$ cat config.mk
export PLATFORM = sky130hd
export DESIGN_NAME = first_fit_block_allocator
export DESIGN_NICKNAME = d
export VERILOG_FILES = /design/src/design/ffba_pkg.sv /design/src/design/first_fit_block_allocator.sv
export SDC_FILE = /design/constraint.sdc
export NUM_CORES = 1
export LEC_CHECK = 0
export ABC_AREA = 0
export ABC_CLOCK_PERIOD_IN_PS = 19100
export BUFFER_PORTS_ARGS = -buffer_cell sky130_fd_sc_hd__buf_2
export CAP_MARGIN = 10
export CORE_ASPECT_RATIO = 0.9
export CORE_UTILIZATION = 37
export CTS_CLUSTER_DIAMETER = 80
export CTS_CLUSTER_SIZE = 10
export DETAILED_ROUTE_END_ITERATION = 8
export GPL_TIMING_DRIVEN = 0
export HOLD_SLACK_MARGIN = 0.15
export SYNTH_ARGS = -nofsm -noshare
export SYNTH_HDL_FRONTEND = slang
export SYNTH_SLANG_ARGS = --single-unit
$ cat constraint.sdc
create_clock -name clock -period 19.1 [get_ports clock]
set_clock_uncertainty 0.15 [all_clocks]
set_input_delay 0.955 -clock clock [delete_from_list [all_inputs] [get_ports clock]]
set_output_delay 0.955 -clock clock [all_outputs]
set_load 0.005 [all_outputs]
$ cat src/design/ffba_pkg.sv
`timescale 1ns / 1ps
// ----------------------------------------------------------------------------
// ffba_pkg
// Shared constants and types for the first-fit block allocator.
// ----------------------------------------------------------------------------
package ffba_pkg;

   // Default heap geometry
   localparam int DEF_BLOCK_COUNT = 64;
   localparam int DEF_BLOCK_BYTES = 64;

   // Fixed field widths
   localparam int ADDR_W  = 32;
   localparam int FREED_W = 13;

   // Request kinds
   localparam logic FUNC_RESERVE = 1'b0;
   localparam logic FUNC_FREE    = 1'b1;

   // Result status codes
   localparam logic STATUS_OK   = 1'b0;
   localparam logic STATUS_FAIL = 1'b1;

   // Per-block marks held in the mark memory
   typedef struct packed {
      logic used;
      logic chain_end;
   } mark_type;

endpackage

$ cat src/design/first_fit_block_allocator.sv
`timescale 1ns / 1ps
// ----------------------------------------------------------------------------
// first_fit_block_allocator
// First-fit contiguous allocator over a heap of fixed-size blocks. The used
// and chain-end marks of every block live in one synchronous memory that is
// walked one block per cycle.
//
//   channel  | handshake                 | payload
//   ---------+---------------------------+--------------------------------------------
//   request  | start / busy              | req_func, req_size_bytes, req_address
//   response | rsp_valid (1-cycle pulse) | rsp_status, rsp_granted_address, rsp_freed_bytes
//   csr      | csr_valid / csr_ready     | csr_wdata (heap base address)
//
// Reset clears the marks in a pass over every block; busy is high during
// it. A reserve that fails its size check, or a free outside the heap, answers
// the cycle after accept. Otherwise a reserve scans k blocks through the memory
// read port (up to BLOCK_COUNT), then marks n blocks through the write port. A
// free does b block-bound compares to find the block, then clears m blocks up
// to the chain end or the heap end. The response cannot be stalled; busy drops
// with the response strobe.
// ----------------------------------------------------------------------------
module first_fit_block_allocator
   import ffba_pkg::*;
#(
   parameter int BLOCK_COUNT = DEF_BLOCK_COUNT,
   parameter int BLOCK_BYTES = DEF_BLOCK_BYTES
) (
   input  logic               clock,
   input  logic               reset,
   // request channel
   input  logic               start,
   output logic               busy,
   input  logic               req_func,
   input  logic [ADDR_W-1:0]  req_size_bytes,
   input  logic [ADDR_W-1:0]  req_address,
   // response channel
   output logic               rsp_valid,
   output logic               rsp_status,
   output logic [ADDR_W-1:0]  rsp_granted_address,
   output logic [FREED_W-1:0] rsp_freed_bytes,
   // configuration write channel
   input  logic               csr_valid,
   output logic               csr_ready,
   input  logic [ADDR_W-1:0]  csr_wdata
);

   // Geometry
   localparam int                IDX_W      = (BLOCK_COUNT > 1) ? $clog2(BLOCK_COUNT) : 1;
   localparam longint            HEAP_BYTES = longint'(BLOCK_COUNT) * longint'(BLOCK_BYTES);
   localparam int                HEAP_W     = $clog2(HEAP_BYTES + 1);
   localparam logic [ADDR_W-1:0] HEAP_LIM   = ADDR_W'(HEAP_BYTES);
   localparam logic [HEAP_W-1:0] BB_H       = HEAP_W'(BLOCK_BYTES);
   localparam logic [FREED_W-1:0] BB_F      = FREED_W'(BLOCK_BYTES % (2 ** FREED_W));
   localparam logic [IDX_W-1:0]  LAST_IDX   = IDX_W'(BLOCK_COUNT - 1);

   // State codes
   localparam logic [2:0] ST_CLEAR  = 3'd0;
   localparam logic [2:0] ST_IDLE   = 3'd1;
   localparam logic [2:0] ST_R_SCAN = 3'd2;
   localparam logic [2:0] ST_R_MARK = 3'd3;
   localparam logic [2:0] ST_F_FIND = 3'd4;
   localparam logic [2:0] ST_F_WALK = 3'd5;

   // Control registers
   logic [2:0]         state_ff, state_in;
   logic [IDX_W-1:0]   ev_idx_ff, ev_idx_in;     // block under work / clear counter
   logic [HEAP_W-1:0]  acc_ff, acc_in;           // run bytes (scan) or block bound (find)
   logic               first_ff, first_in;
   logic               rsp_valid_ff, rsp_valid_in;
   logic [ADDR_W-1:0]  heap_base_ff;

   // Working registers
   logic [HEAP_W-1:0]  ev_off_ff, ev_off_in;     // byte offset of ev_idx
   logic [IDX_W-1:0]   start_idx_ff, start_idx_in;
   logic [HEAP_W-1:0]  start_off_ff, start_off_in;
   logic [IDX_W-1:0]   end_idx_ff, end_idx_in;
   logic [HEAP_W-1:0]  size_ff, size_in;
   logic [HEAP_W-1:0]  offset_ff, offset_in;
   logic [FREED_W-1:0] freed_ff, freed_in;

   // Response payload
   logic               rsp_status_ff, rsp_status_in;
   logic [ADDR_W-1:0]  rsp_granted_ff, rsp_granted_in;
   logic [FREED_W-1:0] rsp_freed_ff, rsp_freed_in;

   // Mark memory
   mark_type           mark_mem [BLOCK_COUNT];
   mark_type           rd_data_ff;
   logic               mem_we;
   mark_type           mem_wdata;

   logic [HEAP_W:0]    run_sum;
   logic [ADDR_W:0]    addr_diff;
   logic               run_found;

   assign busy                = (state_ff != ST_IDLE);
   assign csr_ready           = 1'b1;
   assign rsp_valid           = rsp_valid_ff;
   assign rsp_status          = rsp_status_ff;
   assign rsp_granted_address = rsp_granted_ff;
   assign rsp_freed_bytes     = rsp_freed_ff;

   assign run_sum   = {1'b0, acc_ff} + {1'b0, BB_H};
   assign addr_diff = {1'b0, req_address} - {1'b0, heap_base_ff};
   assign run_found = rd_data_ff.used == 1'b0 && run_sum >= {1'b0, size_ff};

   // Mark memory: one write port, one read port with registered data
   always_ff @(posedge clock) begin
      if (mem_we) begin
         mark_mem[ev_idx_ff] <= mem_wdata;
      end
      rd_data_ff <= mark_mem[ev_idx_in];
   end

   // Sequencer
   always_comb begin
      state_in       = state_ff;
      ev_idx_in      = ev_idx_ff;
      ev_off_in      = ev_off_ff;
      acc_in         = acc_ff;
      first_in       = first_ff;
      start_idx_in   = start_idx_ff;
      start_off_in   = start_off_ff;
      end_idx_in     = end_idx_ff;
      size_in        = size_ff;
      offset_in      = offset_ff;
      freed_in       = freed_ff;
      rsp_valid_in   = 1'b0;
      rsp_status_in  = rsp_status_ff;
      rsp_granted_in = rsp_granted_ff;
      rsp_freed_in   = rsp_freed_ff;
      mem_we         = 1'b0;
      mem_wdata      = '0;

      unique case (state_ff)
         ST_CLEAR: begin
            mem_we = 1'b1;
            if (ev_idx_ff == LAST_IDX) begin
               ev_idx_in = '0;
               state_in  = ST_IDLE;
            end else begin
               ev_idx_in = ev_idx_ff + IDX_W'(1);
            end
         end

         ST_IDLE: begin
            if (start) begin
               if (req_func == FUNC_RESERVE) begin
                  if (req_size_bytes == '0 || req_size_bytes > HEAP_LIM) begin
                     rsp_valid_in   = 1'b1;
                     rsp_status_in  = STATUS_FAIL;
                     rsp_granted_in = '0;
                     rsp_freed_in   = '0;
                  end else begin
                     size_in   = req_size_bytes[HEAP_W-1:0];
                     acc_in    = '0;
                     ev_idx_in = '0;
                     ev_off_in = '0;
                     state_in  = ST_R_SCAN;
                  end
               end else begin
                  // below base, or at/after heap end: out of range
                  if (addr_diff[ADDR_W] || addr_diff[ADDR_W-1:0] >= HEAP_LIM) begin
                     rsp_valid_in   = 1'b1;
                     rsp_status_in  = STATUS_FAIL;
                     rsp_granted_in = '0;
                     rsp_freed_in   = '0;
                  end else begin
                     offset_in = addr_diff[HEAP_W-1:0];
                     ev_idx_in = '0;
                     acc_in    = BB_H;
                     state_in  = ST_F_FIND;
                  end
               end
            end
         end

         // one block's marks arrive per cycle; track the current free run
         ST_R_SCAN: begin
            if (rd_data_ff.used) begin
               acc_in = '0;
            end else begin
               if (acc_ff == '0) begin
                  start_idx_in = ev_idx_ff;
                  start_off_in = ev_off_ff;
               end
               acc_in = run_sum[HEAP_W-1:0];
            end
            if (run_found) begin
               end_idx_in = ev_idx_ff;
               ev_idx_in  = start_idx_in;
               state_in   = ST_R_MARK;
            end else if (ev_idx_ff == LAST_IDX) begin
               rsp_valid_in   = 1'b1;
               rsp_status_in  = STATUS_FAIL;
               rsp_granted_in = '0;
               rsp_freed_in   = '0;
               state_in       = ST_IDLE;
            end else begin
               ev_idx_in = ev_idx_ff + IDX_W'(1);
               ev_off_in = ev_off_ff + BB_H;
            end
         end

         // write used marks over the run, chain end on its last block
         ST_R_MARK: begin
            mem_we              = 1'b1;
            mem_wdata.used      = 1'b1;
            mem_wdata.chain_end = (ev_idx_ff == end_idx_ff);
            if (ev_idx_ff == end_idx_ff) begin
               rsp_valid_in   = 1'b1;
               rsp_status_in  = STATUS_OK;
               rsp_granted_in = heap_base_ff + ADDR_W'(start_off_ff);
               rsp_freed_in   = '0;
               state_in       = ST_IDLE;
            end else begin
               ev_idx_in = ev_idx_ff + IDX_W'(1);
            end
         end

         // locate the block holding the offset by walking block bounds
         ST_F_FIND: begin
            if (offset_ff < acc_ff) begin
               first_in = 1'b1;
               freed_in = '0;
               state_in = ST_F_WALK;
            end else begin
               ev_idx_in = ev_idx_ff + IDX_W'(1);
               acc_in    = acc_ff + BB_H;
            end
         end

         // clear blocks up to the chain end or the heap end
         ST_F_WALK: begin
            first_in = 1'b0;
            if (first_ff && !rd_data_ff.used) begin
               rsp_valid_in   = 1'b1;
               rsp_status_in  = STATUS_FAIL;
               rsp_granted_in = '0;
               rsp_freed_in   = '0;
               state_in       = ST_IDLE;
            end else begin
               mem_we   = 1'b1;
               freed_in = freed_ff + BB_F;
               if (rd_data_ff.chain_end || ev_idx_ff == LAST_IDX) begin
                  rsp_valid_in   = 1'b1;
                  rsp_status_in  = STATUS_OK;
                  rsp_granted_in = '0;
                  rsp_freed_in   = freed_in;
                  state_in       = ST_IDLE;
               end else begin
                  ev_idx_in = ev_idx_ff + IDX_W'(1);
               end
            end
         end

         default: begin
            state_in = ST_IDLE;
         end
      endcase
   end

   // Control registers
   always_ff @(posedge clock) begin
      if (reset) begin
         state_ff     <= ST_CLEAR;
         ev_idx_ff    <= '0;
         acc_ff       <= '0;
         first_ff     <= 1'b0;
         rsp_valid_ff <= 1'b0;
         heap_base_ff <= '0;
      end else begin
         state_ff     <= state_in;
         ev_idx_ff    <= ev_idx_in;
         acc_ff       <= acc_in;
         first_ff     <= first_in;
         rsp_valid_ff <= rsp_valid_in;
         if (csr_valid && csr_ready) begin
            heap_base_ff <= csr_wdata;
         end
      end
   end

   // Working and payload registers
   always_ff @(posedge clock) begin
      ev_off_ff      <= ev_off_in;
      start_idx_ff   <= start_idx_in;
      start_off_ff   <= start_off_in;
      end_idx_ff     <= end_idx_in;
      size_ff        <= size_in;
      offset_ff      <= offset_in;
      freed_ff       <= freed_in;
      rsp_status_ff  <= rsp_status_in;
      rsp_granted_ff <= rsp_granted_in;
      rsp_freed_ff   <= rsp_freed_in;
   end

   // Assertions
   a_accept_progress: assert property (@(posedge clock) disable iff (reset)
      (start && !busy) |=> (busy || rsp_valid))
      else $error("accepted request neither busy nor answered");

   a_fail_payload_zero: assert property (@(posedge clock) disable iff (reset)
      (rsp_valid && rsp_status == STATUS_FAIL) |->
         (rsp_granted_address == '0 && rsp_freed_bytes == '0))
      else $error("failed response with nonzero payload");

   a_scan_run_short: assert property (@(posedge clock) disable iff (reset)
      (state_ff == ST_R_SCAN) |-> (acc_ff < size_ff))
      else $error("scan continued past a long enough run");

   a_mark_in_run: assert property (@(posedge clock) disable iff (reset)
      (state_ff == ST_R_MARK) |->
         (ev_idx_ff >= start_idx_ff && ev_idx_ff <= end_idx_ff))
      else $error("mark write outside the found run");

endmodule

* Yosys cells after proc, flatten, opt, wreduce, memory -nomap -nowiden
Memory sizes are Yosys's and may differ from the RTL's. A register that Yosys moved wholly into a read port is not among the register bits. Cells that the tools add are included.
Cells by class: add/sub/neg operators 7, magnitude comparators 4, eq/ne operators 23, mux-type cells 87, bitwise logic cells 4, reduce and logical (&&, ||, !) cells 24
Operators with widths (count):
- 2-to-1 mux 32 bit | 9
- 2-to-1 mux 13 bit | 21
- case mux 32 bit (4 select lines) | 1
- 2-to-1 mux 6 bit | 13
- case mux 13 bit (2 select lines) | 2
- case mux 13 bit (4 select lines) | 1
- adder 13 x 7 -> 13 bit (second input constant) | 3
- case mux 13 bit (3 select lines) | 1
- case mux 6 bit (6 select lines) | 1
- subtractor 32 x 32 -> 33 bit | 1
- adder 32 x 13 -> 32 bit | 1
- greater-or-equal comparator 32 x 13 -> 1 bit (second input constant) | 1
- greater-than comparator 32 x 13 -> 1 bit (second input constant) | 1
- zero test 32 bit | 1
- 2-to-1 mux 3 bit | 10
- 2-to-1 mux 1 bit | 22
- != test 2 bit (second input constant) | 10
- case mux 3 bit (6 select lines) | 1
- != test 3 bit (second input constant) | 5
- adder 13 x 7 -> 14 bit (second input constant) | 1
- greater-or-equal comparator 14 x 13 -> 1 bit | 1
- zero test 13 bit | 1
- less-than comparator 13 bit | 1
- AND reduction 6 bit | 2
- 24 further kinds | 38
Storage, ports and cells: register bits after elaboration 179, bits in writable memories 128, input bits 101, logic and storage cells 166, memories 1
Memories:
- mark_mem | words 64, bits a word 2, rd ports 1, clocked after memory_dff 1, wr ports 1, line first_fit_block_allocator.sv:87 | mark_type mark_mem [BLOCK_COUNT];

* Longest topological paths before layout
Gate-level depths: netlist of the first run.
word-level depth 7, mapped depth 22, depth with buffers taken out 18

* Worst setup path after synthesis of the first run
No wires, ideal clock.
kind flip-flop to flip-flop, start point register state_ff[0], end point register, netlist name rd_data_ff[1], library setup time 0.134 ns, arrival time 5.882 ns, required time 18.816 ns, path slack 12.934 ns, cell stages (with the launch flop) 18, path buffers 4, clock period less this slack 6.166 ns, path through dfxtp_1 -> clkbuf_1 -> inv_1 -> or2_2 -> clkbuf_1 -> nor3_1 -> nor3_1 -> and2_0 -> and3b_1 -> nand3_4 -> a31oi_1 -> buf_6 -> buf_6 -> mux2i_1 -> mux2i_1 -> o211ai_1 -> o311ai_0 -> or4_1
Between the ends: word-level cells in the longest chain between the ends 2, elaborated cells on any way between the ends 7
RTL lines:
- start: declaration | line first_fit_block_allocator.sv:65 | logic [2:0] state_ff, state_in;
- start signal: assignment | line first_fit_block_allocator.sv:273 | state_ff <= state_in;
- equality test 3 bit, or another cell as far along | line first_fit_block_allocator.sv:135 | unique case (state_ff)
- case mux 6 bit (6 select lines) * | line first_fit_block_allocator.sv:135
Every way passes the cells marked *; elsewhere a longest branch is shown, timed or not. A chain may end at the register's enable or synchronous reset.

* Worst setup path in the final report of the first run
start point input req_address[0], end point register, netlist name rd_data_ff[0]
Between the ends: word-level cells in the longest chain between the ends 7
RTL lines:
- start: declaration | line first_fit_block_allocator.sv:35 | input logic [ADDR_W-1:0] req_address,
- subtractor 32 x 32 -> 33 bit * | line first_fit_block_allocator.sv:104 | assign addr_diff = {1'b0, req_address} - {1'b0, heap_base_ff};
- greater-or-equal comparator 32 x 13 -> 1 bit | line first_fit_block_allocator.sv:163 | if (addr_diff[ADDR_W] || addr_diff[ADDR_W-1:0] >= HEAP_LIM) begin
- logical OR 1 bit * | line first_fit_block_allocator.sv:163
- 2-to-1 mux 6 bit * | line first_fit_block_allocator.sv:163
- 2-to-1 mux 6 bit * | line first_fit_block_allocator.sv:148 | if (req_func == FUNC_RESERVE) begin
- 2-to-1 mux 6 bit * | line first_fit_block_allocator.sv:147 | if (start) begin
- case mux 6 bit (6 select lines) * | line first_fit_block_allocator.sv:135
Marks and branches as above.

==> results.py, run 1 <==
metrics = {
    "critical_path": {
        "crit_buf_inv": 6,
        "critPathArrivalTime_ns": 5.81,
        "crit_type": "in2reg",
        "cp-end-kind": "flip-flop",
        "rr_startpoint": "acc_ff[8]$_SDFFE_PP0P_",
        "r2r_cells": 19,
        "required_ns": 19.41,
        "worstReg2RegEnd": "rd_data_ff[1]$_DFF_P_",
        "rrSetupSlack_ns": 13.67,
        "crit_fanout": 10,
        "path_cells": "buf_2 -> inv_1 -> ha_1 -> fa_1 -> nand2b_1 -> a21o_1 -> a21bo_1 -> buf_6 -> a2111oi_2 -> a31oi_1 -> mux2_4 -> and3b_1 -> nand3_4 -> a31oi_1 -> buf_6 -> buf_4 -> buf_4 -> mux2i_1 -> a22oi_1 -> and3_1 -> a311oi_1 -> nand4b_1",
        "crit_path_start": "req_address[0]",
        "critPathTopFamily": "compound AO/OA/AOI/OAI gates",
        "cpPeakStageDelay_ns": 0.52,
        "worst_setup_path_start_kind": "input pin",
        "critPathSlowestCell": "a2111oi_2",
    },
    "drt": {
        "drc_errors": 0,
        "first_pass_iters": 6,
        "drt-total-wl_um": 40600,
        "vias_per_cell": 5.28,
        "postRouteAntennaNets": 0,
        "vias": 11300,
        "wire_per_inst_um": 18.9,
        "drt_iter0_drc": 1023,
    },
    "grt": {
        "antenna_found_initial": 2,
        "grt-ovfl-total": 0,
        "grt_max_degree": 41,
        "grt_usage_pct": 19.8,
        "grt_pass1_vias": 10800,
        "grt_pass1_wl_um": 62000,
    },
    "sta": {
        "setup_ws_ns": 13.60,
        "fin_crit_sh_pct": 28.8,
        "setup_tns_ns": 0,
        "setup_viol": 0,
        "hold_viol_final": 0,
        "worst_pin_slew_ns": 1.16,
        "rsz0062_at_grt": "no",
        "max-slew-margin-rel_pct": 21.8,
        "maxSlewViolCount": 0,
        "period_minus_slack_ns": 5.50,
        "max_freq_mhz": 182,
    },
    "logic_synthesis": {
        "avgSynthCellArea_um2": 10.6,
        "yosysWarnings": 0,
        "synth_edf_count": 221,
        "ys_ff_latch": 273,
        "synth_cells": 1405,
        "ys_types": 86,
        "yosysSeqAreaShare_pct": 51.5,
        "ys_async_sr_fraction_pct": 0,
        "synthFlopType": "edfxtp_1",
        "netlist_area_mm2": 0.0149,
    },
    "floorplan": {
        "initial_core_util_pct": 37.6,
        "die_w_um": 214,
        "rows": 69,
        "die-area_mm2": 0.0411,
        "fp.dieH_um": 193,
        "core_mm2": 0.0396,
        "io_pins": 150,
    },
    "clocking": {
        "cts_setup_buffers": 0,
        "cts_max_path_buffers": 3,
        "cts.clk_slew.worst_paths_ns": 0.06,
        "h-tree-depth": 1,
        "cts_buffers": 31,
        "clk_latency_ns": 0.60,
        "root_buffer": "clkbuf_16",
        "ctsHoldBuffers": 0,
        "cts_resized": 0,
        "cts_sinks": 273,
        "cts_tree": "built",
    },
    "placed_design": {
        "hpwl_um": 30700,
        "port_buffers": 140,
        "place.gp.congestion": 0.915,
        "post-place-ws_ns": 12.96,
        "dp.cells": 2088,
    },
    "finish": {
        "final_common_cell": "edfxtp_1",
        "fin_nets": 1753,
        "synthToLayoutAreaGrowth_pct": 16.2,
        "stdcell_count": 2148,
        "layout-drive-gt1-share_pct": 15.0,
        "final_cell_mix": "221 x edfxtp_1, 206 x nor2_1, 151 x buf_2",
    },
    "hold_path": {
        "holdPathStages": 2,
        "hp-start": "first_ff$_SDFFE_PP0P_",
        "min_to": "first_ff$_SDFFE_PP0P_",
        "hp-class": "reg2reg",
    },
    "outcome": {
        "status": "complete, no violations",
    },
    "power": {
        "power.density_mw_per_mm2": 94.4,
        "peakVddDrop_uv": 86.5,
        "p_leak_nw": 6.55,
    },
    "flow_run": {
        "maxCapViolations": 0,
    },
}
[Yosys cell counts, drive strengths merged (5+ instances only)]
library cell	instances	area [µm²]
o211ai	6	45.0
o21a	15	113
nand3	40	213
a211oi	13	108
clkbuf	38	144
nor2	206	773
nand2b	12	75.1
nand2	88	330
mux2	8	93.8
a21oi	61	305
xor2	17	149
a21o	18	135
xnor2	39	342
and2	15	93.8
nand3b	5	37.5
or3	12	80.1
dfxtp	52	1040
nand4	19	119
a311oi	6	70.1
o21ai	43	215
mux2i	119	1190
a31oi	15	93.8
inv	72	270
and3	14	87.6
a22oi	14	105
ha	59	738
nor2b	9	56.3
nor3	35	175
buf	35	224
o21bai	7	52.6
nor4	15	109
edfxtp	221	6640
[kinds of logic after synthesis]
family                   Yosys count  share of synthesized area [%]
buffers and inverters            145                           4.28
XOR/XNOR                          56                           3.29
flip-flops                       273                           51.5
other                              2                         0.0503
AND/OR/NAND/NOR                  496                           15.9
multiplexers                     127                           8.61
adder cells (fa/ha/maj)           61                           5.22
AO/OA/AOI/OAI                    245                           11.2
[worst max-delay path by stage]
| stage | endpoint | slack, ns | cells after the start |
|---|---|---|---|
| floorplan | rd_data_ff[1]$_DFF_P_ | 12.93 | 17 |
| detailed placement | rd_data_ff[0]$_DFF_P_ | 12.96 | 22 |
| CTS | rd_data_ff[0]$_DFF_P_ | 13.57 | 22 |
| global placement | rd_data_ff[1]$_DFF_P_ | 9.29 | 17 |
| global route | rd_data_ff[1]$_DFF_P_ | 13.28 | 19 |
| finish | rd_data_ff[0]$_DFF_P_ | 13.60 | 22 |
[registers in the layout (all words and copies together), names as in the netlist]
register             flops
rsp_status               1
acc_ff                   7
offset_ff                7
heap_base_ff            32
ev_idx_ff                6
state_ff                 3
first_ff                 1
rsp_granted_address     32
mark_mem               128
start_idx_ff             6
ev_off_ff                7
end_idx_ff               6
freed_ff                 7
rd_data_ff               2
start_off_ff             7
rsp_freed_bytes          7
rsp_valid                1
size_ff                 13
[stage by stage]
step | area [µm²] | utilization (%) | power, mW | hold WS (ns)
4_1_cts | 17300 | 43.7 | 1.65 | 0.296
2_1_floorplan | 14900 | - | 0.969 | 0.256
5_1_grt | 17300 | 43.7 | 1.70 | 0.303
6_report | 17300 | 43.7 | 1.64 | 0.303
3_3_place_gp | 16300 | 41.1 | 1.09 | 0.261
3_5_place_dp | 16400 | 41.4 | 1.10 | 0.265
[layout make-up]
| type | count | area (µm²) |
|---|---|---|
| well taps | 532 | 666 |
| multi-input cells | 992 | 6630 |
| repair buffers | 148 | 802 |
| flip-flops and latches | 273 | 7680 |
| plain buffers | 73 | 368 |
| inverters | 72 | 270 |
| diodes | 1 | 2.50 |
| clock inverters | 3 | 53.8 |
| fillers | 3787 | 22300 |
| clock buffers | 54 | 862 |
[where the power goes]
part / leakage [nW] / switching, mW / internal, mW
Sequential: 2.40 / 0.0170 / 0.667
Clock: 0.435 / 0.232 / 0.317
Combinational: 3.71 / 0.247 / 0.156
Total: 6.55 / 0.496 / 1.14
[tightest hold or removal path, stage by stage (launching register included)]
cell	delay [ns]
dfxtp_1	0.31
nand2_1	0.05
a21oi_1	0.05
[layer usage]
metal | vias to the layer above | track usage [%] | part of all wire [%] | wire, µm
met5 | - | 0 | 0.027 | 11
met4 | 2 | 4.37 | 1.7 | 710
met3 | 64 | 3.48 | 8.0 | 3270
met2 | 434 | 29.4 | 42 | 16900
met1 | 5339 | 29.7 | 49 | 19700
li1 | 5497 | - | - | -
Power figures use the tool's default switching activity.
==> run 2: changes to the inputs <==
--- a/config.mk
+++ b/config.mk
@@ -6,7 +6,7 @@
 export NUM_CORES = 1
 export LEC_CHECK = 0
 export ABC_AREA = 0
-export ABC_CLOCK_PERIOD_IN_PS = 19100
+export ABC_CLOCK_PERIOD_IN_PS = 5000
 export BUFFER_PORTS_ARGS = -buffer_cell sky130_fd_sc_hd__buf_2
 export CAP_MARGIN = 10
 export CORE_ASPECT_RATIO = 0.9
==> constraint.sdc (replaced) <==
create_clock -name clock -period 5 [get_ports clock]
set_clock_uncertainty 0.15 [all_clocks]
set_input_delay 0.25 -clock clock [delete_from_list [all_inputs] [get_ports clock]]
set_output_delay 0.25 -clock clock [all_outputs]
set_load 0.005 [all_outputs]
==> run 2 against run 1 <==
Compared with the run above:
- worst setup slack got worse by 14 ns
- clock power rose to 4.2 times the previous value
- combinational power rose to 4.8 times the previous value
- sequential share of layout area fell by 3.1 points
- hold slack got worse by 0.098 ns
- wire length rose by 3.7%
- count of clock-buffer cells in the layout rose by 3
- non-clock buffer count rose by 61
- sequential power rose to 3.8 times the previous value
- critical path type is now reg2reg
==> results.py, run 2 (synthesized netlist as in run 1, its figures left out) <==
metrics = {
    "outcome": {
        "status": "complete, no violations",
    },
    "clocking": {
        "cts_tree": "built",
        "root_buffer": "clkbuf_16",
        "cts_max_path_buffers": 3,
        "clk_latency_ns": 0.53,
        "cts_buffers": 34,
        "h-tree-depth": 2,
        "cts.clk_slew.worst_paths_ns": 0.06,
        "cts_sinks": 273,
    },
    "drt": {
        "first_pass_iters": 6,
        "vias": 11700,
        "postRouteAntennaNets": 0,
        "drt-total-wl_um": 42100,
        "wire_per_inst_um": 19.0,
        "drc_errors": 0,
        "vias_per_cell": 5.31,
        "drt_iter0_drc": 1008,
    },
    "placed_design": {
        "placed_cell_area_mm2": 0.0164,
        "port_buffers": 140,
        "dp.cells": 2086,
        "place.gp.congestion": 0.930,
        "hpwl_um": 30400,
    },
    "flow_run": {
        "maxCapViolations": 0,
    },
    "finish": {
        "synthToLayoutAreaGrowth_pct": 25.0,
        "fin_nets": 1818,
        "final_cell_mix": "221 x edfxtp_1, 201 x nor2_1, 146 x buf_2",
        "final_common_cell": "edfxtp_1",
        "final_core_util_pct": 47.1,
        "largest_reg_flops": 128,
        "final_cell_area_mm2": 0.0187,
        "stdcell_count": 2214,
        "top_register": "mark_mem",
        "layout-drive-gt1-share_pct": 20.8,
    },
    "floorplan": {
        "die_w_um": 214,
        "core_mm2": 0.0396,
        "initial_core_util_pct": 37.6,
        "io_pins": 150,
        "die-area_mm2": 0.0411,
        "fp.dieH_um": 193,
        "rows": 69,
    },
    "critical_path": {
        "path_depth": 19,
        "r2r_cells": 19,
        "rrSetupSlack_ns": 0.1,
        "worstReg2RegEnd": "rd_data_ff[1]$_DFF_P_",
        "critPathArrivalTime_ns": 5.15,
        "cpPeakStageDelay_ns": 0.54,
        "crit_fanout": 8,
        "critPathTopFamily": "simple AND/OR/NAND/NOR gates",
        "path_cells": "ha_2 -> fa_2 -> nand2b_4 -> a21o_4 -> a21bo_4 -> a2111oi_4 -> a31oi_2 -> mux2_4 -> and3b_2 -> nand3_4 -> buf_6 -> a31oi_2 -> buf_6 -> buf_4 -> nor2_4 -> a22oi_2 -> and3_4 -> nand3b_1 -> or4_1",
        "crit_type": "reg2reg",
        "critPathSlowestCell": "or4_1",
        "cp-end-kind": "flip-flop",
        "rr_startpoint": "heap_base_ff[0]$_SDFFE_PP0P_",
        "crit_buf_inv": 3,
        "worst_setup_path_start_kind": "flip-flop",
        "required_ns": 5.24,
    },
    "grt": {
        "grt_usage_pct": 20.2,
        "antenna_found_initial": 1,
        "grt_max_degree": 57,
        "grt_pass1_wl_um": 62800,
        "grt_pass1_vias": 10900,
        "grt-ovfl-total": 0,
    },
    "power": {
        "p_switching_mw": 2.06,
        "power.density_mw_per_mm2": 366,
        "fin_total_pwr_mw": 6.83,
        "p_leak_nw": 6.99,
        "p_sw_share_pct": 30.2,
        "power_frac_comb_pct": 28.3,
        "clkPwrFrac_pct": 33.5,
        "intPower_mw": 4.76,
        "peakVddDrop_uv": 193,
        "sequentialPowerShare_pct": 38.2,
    },
    "hold_path": {
        "min_to": "size_ff[10]$_DFFE_PP_",
        "hp-start": "req_size_bytes[30]",
        "hp-class": "in2reg",
        "holdPathStages": 4,
    },
    "sta": {
        "hold_viol_final": 0,
        "period_minus_slack_ns": 4.90,
        "fin_crit_sh_pct": 98.1,
        "maxSlewViolCount": 0,
        "worst_pin_slew_ns": 1.15,
        "setup_viol": 0,
        "max_freq_mhz": 204,
        "max-slew-margin-rel_pct": 22.6,
    },
}
run 2: final cells by class:
type	instances	area, µm²
fillers	3601	21000
flip-flops and latches	273	7690
multi-input cells	993	7090
repair buffers	216	1490
clock buffers	57	968
well taps	532	666
plain buffers	66	424
inverters	72	270
clock inverters	4	52.6
diodes	1	2.50
run 2: how the worst max path moves through the flow:
| stage | startpoint | end | slack [ns] |
|---|---|---|---|
| CTS | heap_base_ff[7]$_SDFFE_PP0P_ | rd_data_ff[1]$_DFF_P_ | 0.0002 |
| floorplan | state_ff[0]$_SDFFE_PP0P_ | rd_data_ff[1]$_DFF_P_ | 0.54 |
| finish | heap_base_ff[0]$_SDFFE_PP0P_ | rd_data_ff[1]$_DFF_P_ | 0.1 |
| global placement | state_ff[0]$_SDFFE_PP0P_ | rd_data_ff[1]$_DFF_P_ | -1.21 |
| global route | heap_base_ff[17]$_SDFFE_PP0P_ | rd_data_ff[1]$_DFF_P_ | -0.03 |
| detailed placement | req_address[0] | rd_data_ff[0]$_DFF_P_ | -0.35 |
run 2: layer usage:
| metal | global-route usage (%) | up-vias | wire length (µm) |
|---|---|---|---|
| li1 | - | 5645 | - |
| met4 | 5.41 | 0 | 851 |
| met1 | 30.5 | 5609 | 20600 |
| met2 | 29.2 | 439 | 17500 |
| met5 | 0 | - | 0 |
| met3 | 4.05 | 56 | 3080 |
run 2: repair_timing:
item / CTS / global route
gates resized for setup: 31 / 114
buffers inserted: 6 / 15
hold endpoints to repair: 55 / 0
cloned: 1 / 1
pin swaps: 4 / 34
hold buffers: 49 / 0
setup endpoints to repair: 9 / 2
run 2: worst min-delay path, stage by stage:
cell,delay [ns]
buf_2,0.08
nor4_1,0.09
nand3_1,0.15
nor2_1,0.12
run 2: power by group through the flow:
stage / Clock, mW / Combinational (mW) / Sequential, mW
after floorplan: 0 / 1.07 / 2.64
after global placement: 0 / 1.53 / 2.65
after detailed placement: 0 / 1.54 / 2.65
after CTS: 2.34 / 1.67 / 2.61
after global routing: 2.44 / 2.04 / 2.62
final: 2.29 / 1.93 / 2.61
run 2: stage by stage:
stage / hold slack, ns / setup WS [ns] / TNS [ns]
finish: 0.206 / 0.0951 / 0
global route: 0.200 / -0.0324 / -0.0324
CTS: 0.205 / 0.000249 / 0
detailed placement: 0.264 / -0.349 / -0.643
global placement: 0.258 / -1.21 / -14.85
floorplan: 0.199 / 0.536 / 0
==> run 3: changes to the inputs <==
--- a/config.mk
+++ b/config.mk
@@ -6,7 +6,7 @@
 export NUM_CORES = 1
 export LEC_CHECK = 0
 export ABC_AREA = 0
-export ABC_CLOCK_PERIOD_IN_PS = 5000
+export ABC_CLOCK_PERIOD_IN_PS = 5400
 export BUFFER_PORTS_ARGS = -buffer_cell sky130_fd_sc_hd__buf_2
 export CAP_MARGIN = 10
 export CORE_ASPECT_RATIO = 0.9
@@ -16,6 +16,7 @@
 export DETAILED_ROUTE_END_ITERATION = 8
 export GPL_TIMING_DRIVEN = 0
 export HOLD_SLACK_MARGIN = 0.15
+export SKIP_CTS_REPAIR_TIMING = 1
 export SYNTH_ARGS = -nofsm -noshare
 export SYNTH_HDL_FRONTEND = slang
 export SYNTH_SLANG_ARGS = --single-unit
==> constraint.sdc (replaced) <==
create_clock -name clock -period 5.4 [get_ports clock]
set_clock_uncertainty 0.15 [all_clocks]
set_input_delay 0.27 -clock clock [delete_from_list [all_inputs] [get_ports clock]]
set_output_delay 0.27 -clock clock [all_outputs]
set_load 0.005 [all_outputs]
==> run 3 against run 2 <==
Compared with the run above:
- wire length is 3.7% lower
- register-to-register slack improved by 0.14 ns
- largest power group unchanged
- global-route usage fell by 0.74 points
- die area did not move
- critical path depth is the same
- clock power shrank 17%
- combinational power down 23%
==> results.py, run 3 (synthesized netlist as in run 1, its figures left out) <==
metrics = {
    "placed_design": {
        "place.gp.congestion": 0.930,
        "port_buffers": 140,
        "hpwl_um": 30300,
    },
    "finish": {
        "final_cell_mix": "221 x edfxtp_1, 205 x nor2_1, 149 x buf_2",
        "final_common_cell": "edfxtp_1",
        "fin_nets": 1796,
        "largest_reg_flops": 128,
        "layout-drive-gt1-share_pct": 15.2,
        "top_register": "mark_mem",
        "synthToLayoutAreaGrowth_pct": 19.8,
        "antenna_cells": 0,
    },
    "power": {
        "fin_total_pwr_mw": 5.80,
        "p_leak_nw": 6.75,
        "clkPwrFrac_pct": 32.7,
        "peakVddDrop_uv": 228,
        "power_frac_comb_pct": 25.6,
        "sequentialPowerShare_pct": 41.7,
        "power.density_mw_per_mm2": 324,
        "intPower_mw": 4.03,
        "p_switching_mw": 1.77,
        "p_sw_share_pct": 30.6,
    },
    "drt": {
        "postRouteAntennaNets": 0,
        "highest_layer": "met5",
        "vias_per_cell": 5.29,
        "drc_errors": 0,
        "wire_per_inst_um": 18.5,
        "wl_met1_um": 20400,
        "dr_wl_met2_um": 16800,
        "drt_iter0_drc": 981,
        "drt-total-wl_um": 40600,
        "first_pass_iters": 5,
        "vias": 11600,
        "dr_wl_met3_um": 2570,
    },
    "hold_path": {
        "min_to": "offset_ff[7]$_DFFE_PP_",
        "hp-start": "req_address[7]",
        "holdPathStages": 4,
        "hp-class": "in2reg",
    },
    "clocking": {
        "cts_max_path_buffers": 3,
        "root_buffer": "clkbuf_16",
        "cts.clk_slew.worst_paths_ns": 0.06,
        "h-tree-depth": 1,
        "cts_tree": "built",
        "cts_buffers": 31,
        "cts_sinks": 273,
        "clk_latency_ns": 0.58,
    },
    "sta": {
        "maxSlewViolCount": 0,
        "max_freq_mhz": 194,
        "fin_hold_ws_ns": 0.182,
        "period_minus_slack_ns": 5.16,
        "fin_crit_sh_pct": 95.6,
        "max-slew-margin-rel_pct": 16.5,
        "setup_tns_ns": 0,
        "worst_pin_slew_ns": 1.24,
        "hold_viol_final": 0,
        "setup_viol": 0,
    },
    "critical_path": {
        "cpPeakStageDelay_ns": 0.55,
        "crit_buf_inv": 4,
        "cp_common_cell": "buf_6",
        "critPathSlowestCell": "or4_1",
        "crit_type": "reg2reg",
        "worstReg2RegEnd": "rd_data_ff[1]$_DFF_P_",
        "worst_setup_path_start_kind": "flip-flop",
        "critPathTopFamily": "simple AND/OR/NAND/NOR gates",
        "path_cells": "inv_1 -> ha_1 -> buf_6 -> a21o_1 -> a211oi_2 -> a211oi_1 -> or3_4 -> a221oi_2 -> nand4b_1 -> nor4_4 -> nand3_4 -> a31oi_1 -> buf_6 -> buf_4 -> mux2i_1 -> a22oi_1 -> o211ai_1 -> o311ai_0 -> or4_1",
        "r2r_cells": 19,
        "crit_fanout": 10,
        "required_ns": 5.70,
        "rr_startpoint": "heap_base_ff[7]$_SDFFE_PP0P_",
        "critPathArrivalTime_ns": 5.46,
        "rrSetupSlack_ns": 0.24,
        "cp-end-kind": "flip-flop",
    },
    "grt": {
        "grt_usage_pct": 19.5,
        "antenna_found_initial": 1,
        "grt_pass1_vias": 10700,
        "grt-ovfl-total": 0,
        "grt_pass1_wl_um": 61000,
        "grt_max_degree": 59,
    },
    "floorplan": {
        "die_w_um": 214,
        "rows": 69,
        "core_mm2": 0.0396,
        "initial_core_util_pct": 37.6,
        "io_pins": 150,
        "die-area_mm2": 0.0411,
        "fp.dieH_um": 193,
    },
    "flow_run": {
        "maxCapViolations": 0,
    },
    "outcome": {
        "status": "complete, no violations",
    },
}
==> run 3: cell count changes in the layout (fill, tap and decap cells not counted), moves of 6 or more <==
| cell | previous run | this run |
|---|---|---|
| buf_4 | 26 | 13 |
| ha_1 | 50 | 59 |
| dfxtp_1 | 44 | 52 |
| dfxtp_2 | 8 | 0 |
| a21oi_1 | 53 | 60 |
| a21oi_2 | 7 | 1 |
| clkbuf_1 | 50 | 56 |
| mux2i_1 | 110 | 116 |
==> run 3: area by class of cell <==
class                           count  area, µm²
Timing Repair Buffer              196       1310
Inverter                           72        270
Fill cell                        3753      21700
Multi-Input combinational cell    992       6700
Clock inverter                      2       28.8
Buffer                             68        365
Clock buffer                       55        866
Sequential cell                   273       7680
Tap cell                          532        666
==> run 3: worst reg2reg max path: stages (launching register included) <==
cell and delay, ns:
dfxtp_1 0.35, inv_1 0.09, ha_1 0.31, buf_6 0.14, a21o_1 0.20, a211oi_2 0.24
a211oi_1 0.13, or3_4 0.40, a221oi_2 0.28, nand4b_1 0.20, nor4_4 0.33, nand3_4 0.22
a31oi_1 0.26, buf_6 0.21, buf_4 0.26, mux2i_1 0.34, a22oi_1 0.12, o211ai_1 0.11
o311ai_0 0.14, or4_1 0.55
==> run 3: per-stage QoR <==
stage	worst slack (ns)	cells	util (%)	area, µm²
detailed placement	0.0750	2086	41.4	16400
global route	-0.00122	2190	45.1	17900
floorplan	0.378	1410	-	14900
finish	0.239	2190	45.1	17900
global placement	-2.08	2082	41.2	16300
CTS	0.0459	2143	43.7	17300
==> run 3: worst max path at each step <==
stage                                        from               endpoint  cells after the start
floorplan                state_ff[0]$_SDFFE_PP0P_  rd_data_ff[1]$_DFF_P_                     17
global placement         state_ff[0]$_SDFFE_PP0P_  rd_data_ff[1]$_DFF_P_                     16
detailed placement         acc_ff[8]$_SDFFE_PP0P_  rd_data_ff[1]$_DFF_P_                     19
CTS                        acc_ff[8]$_SDFFE_PP0P_  rd_data_ff[1]$_DFF_P_                     19
global route        heap_base_ff[16]$_SDFFE_PP0P_  rd_data_ff[1]$_DFF_P_                     19
finish               heap_base_ff[7]$_SDFFE_PP0P_  rd_data_ff[1]$_DFF_P_                     19
==> run 3: metal layers <==
metal	global-route usage, %	vias to the layer above
li1	-	5602
met1	30.0	5526
met3	2.57	59
met2	28.5	394
met4	4.75	2
met5	0	-
==> run 3: power groups by stage <==
stage | sequential [mW] | clock (mW) | combinational (mW)
after CTS | 2.42 | 1.94 | 1.43
after global routing | 2.43 | 2.01 | 1.60
after global placement | 2.46 | 0 | 1.41
final | 2.42 | 1.89 | 1.49
after detailed placement | 2.46 | 0 | 1.42
after floorplan | 2.44 | 0 | 0.988
